### config.mk
export PLATFORM = sky130hd
export DESIGN_NAME = symmetric_fir_filter
export DESIGN_NICKNAME = d
export VERILOG_FILES = /design/src/rtl/sfir_pkg.sv /design/src/rtl/symmetric_fir_filter.sv /design/src/rtl/sfir_mac.sv
export SDC_FILE = /design/constraint.sdc
export NUM_CORES = 2
export LEC_CHECK = 0
export BUFFER_PORTS_ARGS = -buffer_cell sky130_fd_sc_hd__buf_4
export CELL_PAD_IN_SITES_DETAIL_PLACEMENT = 0
export CELL_PAD_IN_SITES_GLOBAL_PLACEMENT = 1
export CORE_AREA = 5 5 470 472
export DETAILED_ROUTE_END_ITERATION = 8
export DIE_AREA = 0 0 475 477
export PLACE_DENSITY_LB_ADDON = 0.1
export SLEW_MARGIN = 5
export SYNTH_ARGS = -nofsm -noshare
export SYNTH_HDL_FRONTEND = slang
export SYNTH_SLANG_ARGS = --single-unit
### constraint.sdc
create_clock -name i_clk -period 7.5 [get_ports i_clk]
set_input_delay 1.125 -clock i_clk [delete_from_list [all_inputs] [get_ports i_clk]]
set_output_delay 1.125 -clock i_clk [all_outputs]
set_load 0.01 [all_outputs]
### src/rtl/sfir_pkg.sv
package sfir_pkg;

    // Q3.15 coefficients: product carries 15 fraction bits
    localparam int FRAC_BITS = 15;

    // half_length register and coef_index field
    localparam int HL_W = 5;
    localparam logic [HL_W-1:0] HL_RESET = 5'd31;

    // tuser codes on the input side
    localparam logic MODE_SAMPLE = 1'b0;
    localparam logic MODE_LOAD   = 1'b1;

    // one tap step travelling alongside the memory read data
    typedef struct packed {
        logic valid;   // step carries a tap
        logic first;   // centre tap, restarts the accumulator
        logic last;    // final tap of the sample
        logic a_ok;    // inner sample written since reset
        logic b_ok;    // outer sample written since reset
        logic c_ok;    // coefficient written since reset
    } t_tap_ctl;

endpackage

### src/rtl/symmetric_fir_filter.sv
// Odd-length linear-phase FIR filter holding only half of its impulse
// response. Input transactions carry a mode in s_axis_tuser: a coefficient
// load (tuser 1) writes coef_value at coef_index and returns
// nothing; indexes at or above MAX_HALF_TAPS are dropped. A sample
// (tuser 0) is pushed into the delay line and yields one output
// transaction: h0 times the centre sample plus every symmetric pair times
// its coefficient, rounded half up from Q3.15 and clipped to SAMPLE_WIDTH
// bits, with m_axis_tuser flagging a clip. Let n be half_length (clamped to
// MAX_HALF_TAPS-1): the sample is written at the accepting edge, then
// n + 1 tap steps issue one tap pair per cycle through the two-read-port
// delay memory and the single shared multiplier, followed by the product,
// accumulate, round-and-clip and output register stages. The next
// transaction is taken once the result moves into the output register. A
// result waiting in the output register does not hold off the input, but a
// finished result that cannot move into it does. half_length is to be
// written through i_cfg_wr_en / i_cfg_wr_data only while the filter is idle;
// the block itself does not enforce this. Delay line and coefficients read
// as zero after reset until written; no clearing pass is needed.
module symmetric_fir_filter
    import sfir_pkg::*;
#(
    parameter int MAX_HALF_TAPS = 32,
    parameter int SAMPLE_WIDTH  = 16,
    parameter int COEF_WIDTH    = 18
) (
    input  logic                         i_clk,
    input  logic                         i_rst_n,

    // configuration: half_length
    input  logic                         i_cfg_wr_en,
    input  logic [HL_W-1:0]              i_cfg_wr_data,

    input  logic                         s_axis_tvalid,
    output logic                         s_axis_tready,
    // [sample | coef_index | coef_value | zero pad], lowest bits first
    input  logic [((SAMPLE_WIDTH+HL_W+COEF_WIDTH+7)/8)*8-1:0] s_axis_tdata,
    // mode
    input  logic                         s_axis_tuser,

    output logic                         m_axis_tvalid,
    input  logic                         m_axis_tready,
    // [filtered | zero pad], lowest bits first
    output logic [((SAMPLE_WIDTH+7)/8)*8-1:0] m_axis_tdata,
    // saturated
    output logic                         m_axis_tuser
);

    localparam int DEPTH    = 2 * MAX_HALF_TAPS - 1;     // delay line entries
    localparam int AW       = $clog2(DEPTH);             // delay memory address
    localparam int NW       = $clog2(MAX_HALF_TAPS);     // tap index
    localparam int FW       = $clog2(DEPTH + 1);         // fill count
    localparam int GW       = NW + 1;                    // sample age, up to 2n
    localparam int DW       = ((AW > GW) ? AW : GW) + 1; // signed address math
    localparam int CMPW     = (FW > GW) ? FW : GW;
    localparam int OUT_W    = ((SAMPLE_WIDTH + 7) / 8) * 8;
    localparam int ACC_FULL = SAMPLE_WIDTH + COEF_WIDTH + NW + 2;
    localparam int ACC_W    = (ACC_FULL > 64) ? 64 : ACC_FULL;

    localparam logic [1:0] ST_IDLE  = 2'd0;  // take transactions
    localparam logic [1:0] ST_RUN   = 2'd1;  // issue one tap pair per cycle
    localparam logic [1:0] ST_DRAIN = 2'd2;  // wait for the MAC result

    // delay line: circular buffer, newest sample at r_newest
    logic [SAMPLE_WIDTH-1:0]  r_line [DEPTH];
    logic [COEF_WIDTH-1:0]    r_coef [MAX_HALF_TAPS];
    logic [MAX_HALF_TAPS-1:0] r_coef_vld;

    logic [1:0]               r_state;
    logic [1:0]               n_state;
    logic [HL_W-1:0]          r_half_length;
    logic [AW-1:0]            r_wp;
    logic [AW-1:0]            r_newest;
    logic [FW-1:0]            r_fill;
    logic [NW-1:0]            r_n;
    logic [NW-1:0]            r_i;

    logic [SAMPLE_WIDTH-1:0]  w_sample;
    logic [HL_W-1:0]          w_coef_index;
    logic [COEF_WIDTH-1:0]    w_coef_value;
    logic                     w_in_take;
    logic [NW-1:0]            w_n_clamp;

    logic [GW-1:0]            w_age_a;
    logic [GW-1:0]            w_age_b;
    logic [AW-1:0]            w_addr_a;
    logic [AW-1:0]            w_addr_b;
    t_tap_ctl                 w_ctl;

    logic [SAMPLE_WIDTH-1:0]  r_da;
    logic [SAMPLE_WIDTH-1:0]  r_db;
    logic [COEF_WIDTH-1:0]    r_cq;
    t_tap_ctl                 r_ctl;

    logic                     w_res_valid;
    logic [SAMPLE_WIDTH-1:0]  w_res_filtered;
    logic                     w_res_saturated;
    logic                     w_res_take;

    logic                     r_out_valid;
    logic [SAMPLE_WIDTH-1:0]  r_out_filtered;
    logic                     r_out_sat;

    // address of the sample 'age' places behind the newest one
    function automatic logic [AW-1:0] f_age_addr(input logic [AW-1:0] newest,
                                                 input logic [GW-1:0] age);
        logic [DW-1:0] t;
        t = DW'(newest) - DW'(age);
        if (t[DW-1]) begin
            t = t + DW'(DEPTH);
        end
        return t[AW-1:0];
    endfunction

    assign w_sample     = s_axis_tdata[SAMPLE_WIDTH-1:0];
    assign w_coef_index = s_axis_tdata[SAMPLE_WIDTH +: HL_W];
    assign w_coef_value = s_axis_tdata[SAMPLE_WIDTH+HL_W +: COEF_WIDTH];

    assign s_axis_tready = (r_state == ST_IDLE);
    assign w_in_take     = s_axis_tvalid && s_axis_tready;

    // lengths beyond the store use the longest filter available
    assign w_n_clamp = (32'(r_half_length) > 32'(MAX_HALF_TAPS - 1))
                     ? NW'(MAX_HALF_TAPS - 1) : NW'(r_half_length);

    always_ff @(posedge i_clk) begin
        if (!i_rst_n) begin
            r_half_length <= HL_RESET;
        end else if (i_cfg_wr_en) begin
            r_half_length <= i_cfg_wr_data;
        end
    end

    // ---------------- sequencer ----------------
    always_comb begin
        n_state = r_state;
        case (r_state)
            ST_IDLE: begin
                if (w_in_take && s_axis_tuser == MODE_SAMPLE) begin
                    n_state = ST_RUN;
                end
            end
            ST_RUN: begin
                if (r_i == r_n) begin
                    n_state = ST_DRAIN;
                end
            end
            ST_DRAIN: begin
                if (w_res_take) begin
                    n_state = ST_IDLE;
                end
            end
            default: begin
                n_state = ST_IDLE;
            end
        endcase
    end

    always_ff @(posedge i_clk) begin
        if (!i_rst_n) begin
            r_state <= ST_IDLE;
            r_wp    <= '0;
            r_fill  <= '0;
            r_i     <= '0;
        end else begin
            r_state <= n_state;
            if (w_in_take && s_axis_tuser == MODE_SAMPLE) begin
                r_wp <= (32'(r_wp) == DEPTH - 1) ? '0 : r_wp + AW'(1);
                if (32'(r_fill) != DEPTH) begin
                    r_fill <= r_fill + FW'(1);
                end
                r_i <= '0;
            end else if (r_state == ST_RUN) begin
                r_i <= r_i + NW'(1);
            end
        end
        if (w_in_take && s_axis_tuser == MODE_SAMPLE) begin
            r_newest <= r_wp;
            r_n      <= w_n_clamp;
        end
    end

    // ---------------- tap issue ----------------
    always_comb begin
        w_age_a   = GW'(r_n) - GW'(r_i);
        w_age_b   = GW'(r_n) + GW'(r_i);
        w_addr_a  = f_age_addr(r_newest, w_age_a);
        w_addr_b  = f_age_addr(r_newest, w_age_b);
        w_ctl.valid = (r_state == ST_RUN);
        w_ctl.first = (r_i == '0);
        w_ctl.last  = (r_i == r_n);
        // a sample is real only if it was pushed since reset
        w_ctl.a_ok  = CMPW'(w_age_a) < CMPW'(r_fill);
        w_ctl.b_ok  = CMPW'(w_age_b) < CMPW'(r_fill);
        w_ctl.c_ok  = r_coef_vld[r_i];
    end

    // delay memory: one write, two registered reads
    always_ff @(posedge i_clk) begin
        if (w_in_take && s_axis_tuser == MODE_SAMPLE) begin
            r_line[r_wp] <= w_sample;
        end
        r_da <= r_line[w_addr_a];
        r_db <= r_line[w_addr_b];
    end

    // coefficient memory: one write, one registered read
    always_ff @(posedge i_clk) begin
        if (w_in_take && s_axis_tuser == MODE_LOAD
                && 32'(w_coef_index) < 32'(MAX_HALF_TAPS)) begin
            r_coef[NW'(w_coef_index)] <= w_coef_value;
        end
        r_cq <= r_coef[r_i];
    end

    always_ff @(posedge i_clk) begin
        if (!i_rst_n) begin
            r_coef_vld <= '0;
        end else if (w_in_take && s_axis_tuser == MODE_LOAD
                && 32'(w_coef_index) < 32'(MAX_HALF_TAPS)) begin
            r_coef_vld[NW'(w_coef_index)] <= 1'b1;
        end
    end

    always_ff @(posedge i_clk) begin
        if (!i_rst_n) begin
            r_ctl <= '0;
        end else begin
            r_ctl <= w_ctl;
        end
    end

    // ---------------- multiply-accumulate ----------------
    sfir_mac #(
        .SAMPLE_WIDTH (SAMPLE_WIDTH),
        .COEF_WIDTH   (COEF_WIDTH),
        .ACC_W        (ACC_W)
    ) u_mac (
        .i_clk        (i_clk),
        .i_rst_n      (i_rst_n),
        .i_ctl        (r_ctl),
        .i_da         (r_da),
        .i_db         (r_db),
        .i_coef       (r_cq),
        .i_take       (w_res_take),
        .o_res_valid  (w_res_valid),
        .o_filtered   (w_res_filtered),
        .o_saturated  (w_res_saturated)
    );

    // ---------------- output register ----------------
    assign w_res_take = w_res_valid && (!r_out_valid || m_axis_tready);

    always_ff @(posedge i_clk) begin
        if (!i_rst_n) begin
            r_out_valid <= 1'b0;
        end else if (w_res_take) begin
            r_out_valid <= 1'b1;
        end else if (m_axis_tready) begin
            r_out_valid <= 1'b0;
        end
        if (w_res_take) begin
            r_out_filtered <= w_res_filtered;
            r_out_sat      <= w_res_saturated;
        end
    end

    assign m_axis_tvalid = r_out_valid;
    assign m_axis_tdata  = OUT_W'(r_out_filtered);
    assign m_axis_tuser  = r_out_sat;

    // ---------------- assertions ----------------
    a_res_only_in_drain: assert property (@(posedge i_clk) disable iff (!i_rst_n)
        w_res_valid |-> (r_state == ST_DRAIN))
        else $error("MAC result outside drain state");

    a_fill_bound: assert property (@(posedge i_clk) disable iff (!i_rst_n)
        32'(r_fill) <= DEPTH)
        else $error("delay line fill count overran");

    a_tap_walk_bound: assert property (@(posedge i_clk) disable iff (!i_rst_n)
        (r_state == ST_RUN) |-> (r_i <= r_n))
        else $error("tap index ran past half length");

    a_no_overwrite: assert property (@(posedge i_clk) disable iff (!i_rst_n)
        (r_out_valid && !m_axis_tready) |=> $stable(r_out_filtered))
        else $error("pending result overwritten");

    a_issue_last_then_drain: assert property (@(posedge i_clk) disable iff (!i_rst_n)
        (w_ctl.valid && w_ctl.last) |=> (r_state == ST_DRAIN))
        else $error("tap walk did not end in drain");

endmodule

### src/rtl/sfir_mac.sv
module sfir_mac
    import sfir_pkg::*;
#(
    parameter int SAMPLE_WIDTH = 16,
    parameter int COEF_WIDTH   = 18,
    parameter int ACC_W        = 41
) (
    input  logic                    i_clk,
    input  logic                    i_rst_n,
    input  t_tap_ctl                i_ctl,
    input  logic [SAMPLE_WIDTH-1:0] i_da,
    input  logic [SAMPLE_WIDTH-1:0] i_db,
    input  logic [COEF_WIDTH-1:0]   i_coef,
    input  logic                    i_take,
    output logic                    o_res_valid,
    output logic [SAMPLE_WIDTH-1:0] o_filtered,
    output logic                    o_saturated
);

    localparam int PAIR_W = SAMPLE_WIDTH + 1;
    localparam int PROD_W = PAIR_W + COEF_WIDTH;
    localparam logic signed [ACC_W-1:0] RND_HALF = ACC_W'(2 ** (FRAC_BITS - 1));

    logic signed [PAIR_W-1:0]       w_a;
    logic signed [PAIR_W-1:0]       w_b;
    logic signed [PAIR_W-1:0]       w_pair;
    logic signed [COEF_WIDTH-1:0]   w_coef;

    logic signed [PROD_W-1:0]       r_prod;
    logic                           r_p_valid;
    logic                           r_p_first;
    logic                           r_p_last;

    logic signed [ACC_W-1:0]        w_prod_ext;
    logic signed [ACC_W-1:0]        r_acc;
    logic                           r_acc_done;

    logic signed [ACC_W-1:0]        w_rnd;
    logic signed [ACC_W-1:0]        w_shift;
    logic                           w_fits;
    logic [SAMPLE_WIDTH-1:0]        w_clip;

    logic                           r_res_valid;
    logic [SAMPLE_WIDTH-1:0]        r_filtered;
    logic                           r_saturated;

    // pair add and coefficient select; unwritten entries read as zero
    always_comb begin
        w_a    = i_ctl.a_ok ? PAIR_W'($signed(i_da)) : '0;
        w_b    = (i_ctl.b_ok && !i_ctl.first) ? PAIR_W'($signed(i_db)) : '0;
        w_pair = w_a + w_b;
        w_coef = i_ctl.c_ok ? $signed(i_coef) : '0;
    end

    always_ff @(posedge i_clk) begin
        r_prod <= w_pair * w_coef;
        if (!i_rst_n) begin
            r_p_valid <= 1'b0;
        end else begin
            r_p_valid <= i_ctl.valid;
        end
        r_p_first <= i_ctl.first;
        r_p_last  <= i_ctl.last;
    end

    // wraps modulo 2^ACC_W when ACC_W is capped at 64
    assign w_prod_ext = ACC_W'(r_prod);

    always_ff @(posedge i_clk) begin
        if (!i_rst_n) begin
            r_acc_done <= 1'b0;
        end else begin
            r_acc_done <= r_p_valid && r_p_last;
        end
        if (r_p_valid) begin
            r_acc <= r_p_first ? w_prod_ext : r_acc + w_prod_ext;
        end
    end

    // round half up, then clip to the sample range
    always_comb begin
        w_rnd   = r_acc + RND_HALF;
        w_shift = w_rnd >>> FRAC_BITS;
        w_fits  = (&w_shift[ACC_W-1:SAMPLE_WIDTH-1]) || !(|w_shift[ACC_W-1:SAMPLE_WIDTH-1]);
        w_clip  = w_shift[ACC_W-1] ? {1'b1, {(SAMPLE_WIDTH-1){1'b0}}}
                                   : {1'b0, {(SAMPLE_WIDTH-1){1'b1}}};
    end

    always_ff @(posedge i_clk) begin
        if (!i_rst_n) begin
            r_res_valid <= 1'b0;
        end else if (r_acc_done) begin
            r_res_valid <= 1'b1;
        end else if (i_take) begin
            r_res_valid <= 1'b0;
        end
        if (r_acc_done) begin
            r_filtered  <= w_fits ? w_shift[SAMPLE_WIDTH-1:0] : w_clip;
            r_saturated <= !w_fits;
        end
    end

    assign o_res_valid = r_res_valid;
    assign o_filtered  = r_filtered;
    assign o_saturated = r_saturated;

endmodule
==> impl_metrics.ini <==
[status]
status = complete, but fails checks
failed_checks = setup timing

[drt]
drt-vias-per-instance = 6.97
first_pass_iters = 8
drt-total-wl_um = 377000
routedWlPerCell_um = 31.7
route.detailed.drc = 0
drt_iter0_drc = 12600
vias = 82900
final_antenna_net_count = 0

[placed_design]
io_buffer_count = 68
dp_hpwl_um = 237000
dpl.cell_count = 11500
routabilityCongestion = 0.983

[die]
die_w_um = 475
row_count = 171
ios = 70
coreArea_um2 = 216000
initial_core_util_pct = 47.8
dieArea_um2 = 227000
die_height_um = 477

[critical_path]
cpMostUsedCell = fa_1
path_class = reg -> reg
cp-end-kind = register
cpMaxStageDelayCell = fa_1
r2r-start = r_ctl[1]
startpoint_type = register
path_max_fanout = 5
reg2reg_to = u_mac.r_prod[33]
rrSetupSlack_ns = -0.22
r2r_cells = 33
max_stage_delay_ns = 0.61
worstPathArrival_ns = 8.51
crit_required_ns = 8.29
cp-startpoint = r_ctl[1]

[synth]
yosysTopAreaCellShare_pct = 48.6
syn_avg_cell_area_um2 = 11.8
ys_seq_area_share_pct = 51.5
synth_nets = 9314
ys.flop_type = edfxtp_1
ys_top_cells_by_count = 1670 x edfxtp_1, 832 x a221oi_1, 604 x nand2_1, 552 x nor2_1, 520 x o22ai_1
synth.area.top_cells = edfxtp_1 49%, a221oi_1 7.1%, fa_1 6.1%
yosys.area.top_type = edfxtp_1
yosys_register_bits = 1823
postSynthCellCount = 8763
yosys_warnings = 0
async_reset_ff_share_pct = 0
synth_area_um2 = 103000
synth_most_common_cell = edfxtp_1
synth_cell_types = 83
synth_edf_count = 1670

[final_layout]
drive_gt1_share_pct = 16.4
utilization_pct = 54.2
stdcell_count = 11900
final_nets = 9402
area_growth_pct = 13.5

[global_route]
grt_use_total_pct = 32.3
grt_pass1_vias = 78600
gr-total-overflow = 0
grt_antenna_before_repair = 33
grt_max_degree = 207
grt_pass1_wl_um = 542000

[cts]
clkSinkCount = 1823
cts_tree = built
worstSkewPairLatency_ns = 0.87
cts_buffers = 198
path_clk_slew_ns = 0.06
cts-root-buf = clkbuf_16
cts_max_level = 4
clockBufferDepth = 3

[timing]
post-route-min-period_ns = 7.72
period_share_pct = 103
fmax_mhz = 129
slew_viol_final = 0
hold_viol_final = 0
fin_skew_ns = 0.0509
slew_headroom_pct = 3.62
fin_hold_ws_ns = 0.335
fin_ws_ns = -0.224
setup_violations = 7
rsz0062_at_grt = true
worst_pin_slew_ns = 1.45

[power]
ir_drop_v = 0.000286
switching_share_pct = 35.6
powerDensity_nw_per_um2 = 262
power_leakage_nw = 40.2
p_int_mw = 19.8
clkPwrFrac_pct = 31.9
pwr-share-seq_pct = 36.9
p_comb_share_pct = 31.2
power_switching_mw = 10.9

[job]
maxCapViolCount = 0

[hold_path]
min_to = u_mac.r_p_last
hold_depth = 0
hold_class = reg -> reg
hold_start = r_ctl[3]
cell usage in the layout (no fill, tap or decap), drive strengths merged, types with 18 or more instances in the layout:
cell type	count
edfxtp	1670
a221oi	832
buf	651
nand2	604
nor2	552
o22ai	520
inv	458
a21oi	442
fa	317
o21ai	264
clkbuf	254
nor3	251
mux4	227
a22oi	211
ha	183
dfxtp	153
a211oi	134
o221ai	89
nand3	88
and2	88
clkinv	87
xnor2	85
mux2i	70
o21a	60
xor2	51
o211ai	48
o221a	46
a221o	45
and3	43
a21o	40
a31oi	37
or3	36
o311ai	33
o31ai	31
nand4	30
nor2b	30
nand2b	23
nor4	23
diode	18
state kept, by name, indices dropped and copies added (netlist names), 5 cells and up:
name,flops
r_newest,6
u_mac.r_acc,41
r_half_length,5
r_coef_vld,32
r_da,16
u_mac.o_filtered,16
r_cq,18
m_axis_tdata,16
r_i,5
u_mac.r_prod,35
r_db,16
r_wp,6
r_ctl,6
r_coef,576
r_line,1008
r_n,5
r_fill,6
metrics by stage:
stage	instance area [µm²]	setup TNS, ns	power, mW	worst slack [ns]
floorplan	103000	-0.0254	16.5	-0.0213
global placement	110000	-1.88	20.6	-0.359
detailed placement	110000	-2.25	20.6	-0.391
CTS	117000	-0.457	30.4	-0.150
global route	117000	-4.81	31.5	-0.550
finish	117000	-0.929	30.7	-0.224
worst max path at each step:
stage	endpoint	depth (start not counted)
detailed placement	u_mac.r_prod[32]	35
global route	u_mac.r_prod[33]	33
finish	u_mac.r_prod[33]	33
floorplan	u_mac.r_prod[32]	33
CTS	u_mac.r_prod[33]	33
global placement	u_mac.r_prod[32]	34
power groups by stage:
stage,logic (mW),registers (mW),clock network (mW)
floorplan,4.94,11.5,0
global placement,9.01,11.6,0
detailed placement,9.06,11.6,0
CTS,9.13,11.3,9.93
global route,9.83,11.4,10.4
finish,9.57,11.3,9.80
kinds of logic after synthesis:
kind of cell	share of synthesized area, %
compound gates	20.7
simple gates	7.99
flops	51.5
buf+inv	4.50
fa+ha+maj	8.36
mux	5.74
xor+xnor	1.15
critical path, delay by kind of cell, from the launching register on:
family	cells	cell delay, ns
compound gates	10	1.69
xor+xnor	1	0.14
fa+ha+maj	9	3.83
buf+inv	5	0.44
flops	1	0.32
simple gates	8	1.23
layer usage:
layer	wire (µm)	GRT usage (%)	part of all wire [%]	vias to the layer above
li1	-	-	-	35100
met1	151000	45.4	40	41700
met2	162000	46.7	43	5224
met3	46100	9.62	12	904
met4	18000	13.7	4.8	14
met5	140	0	0.037	-
what timing repair did:
action / 4_1_cts / 5_1_grt
setup endpoints to repair: 12 / 18
hold buffers: 0 / 0
gates resized for setup: 48 / 98
gates cloned: 1 / 1
buffers inserted: 17 / 13
pin swaps: 23 / 63
cell type report:
class	instances	area, µm²
diodes	18	45.0
inverters	450	1700
well taps	2854	3570
fillers	18300	98900
clock inverters	115	1170
flip-flops and latches	1823	53200
clock buffers	254	5370
multi-input cells	5727	46500
repair buffers	651	5550
No activity file was read; power rests on OpenSTA's default activity.
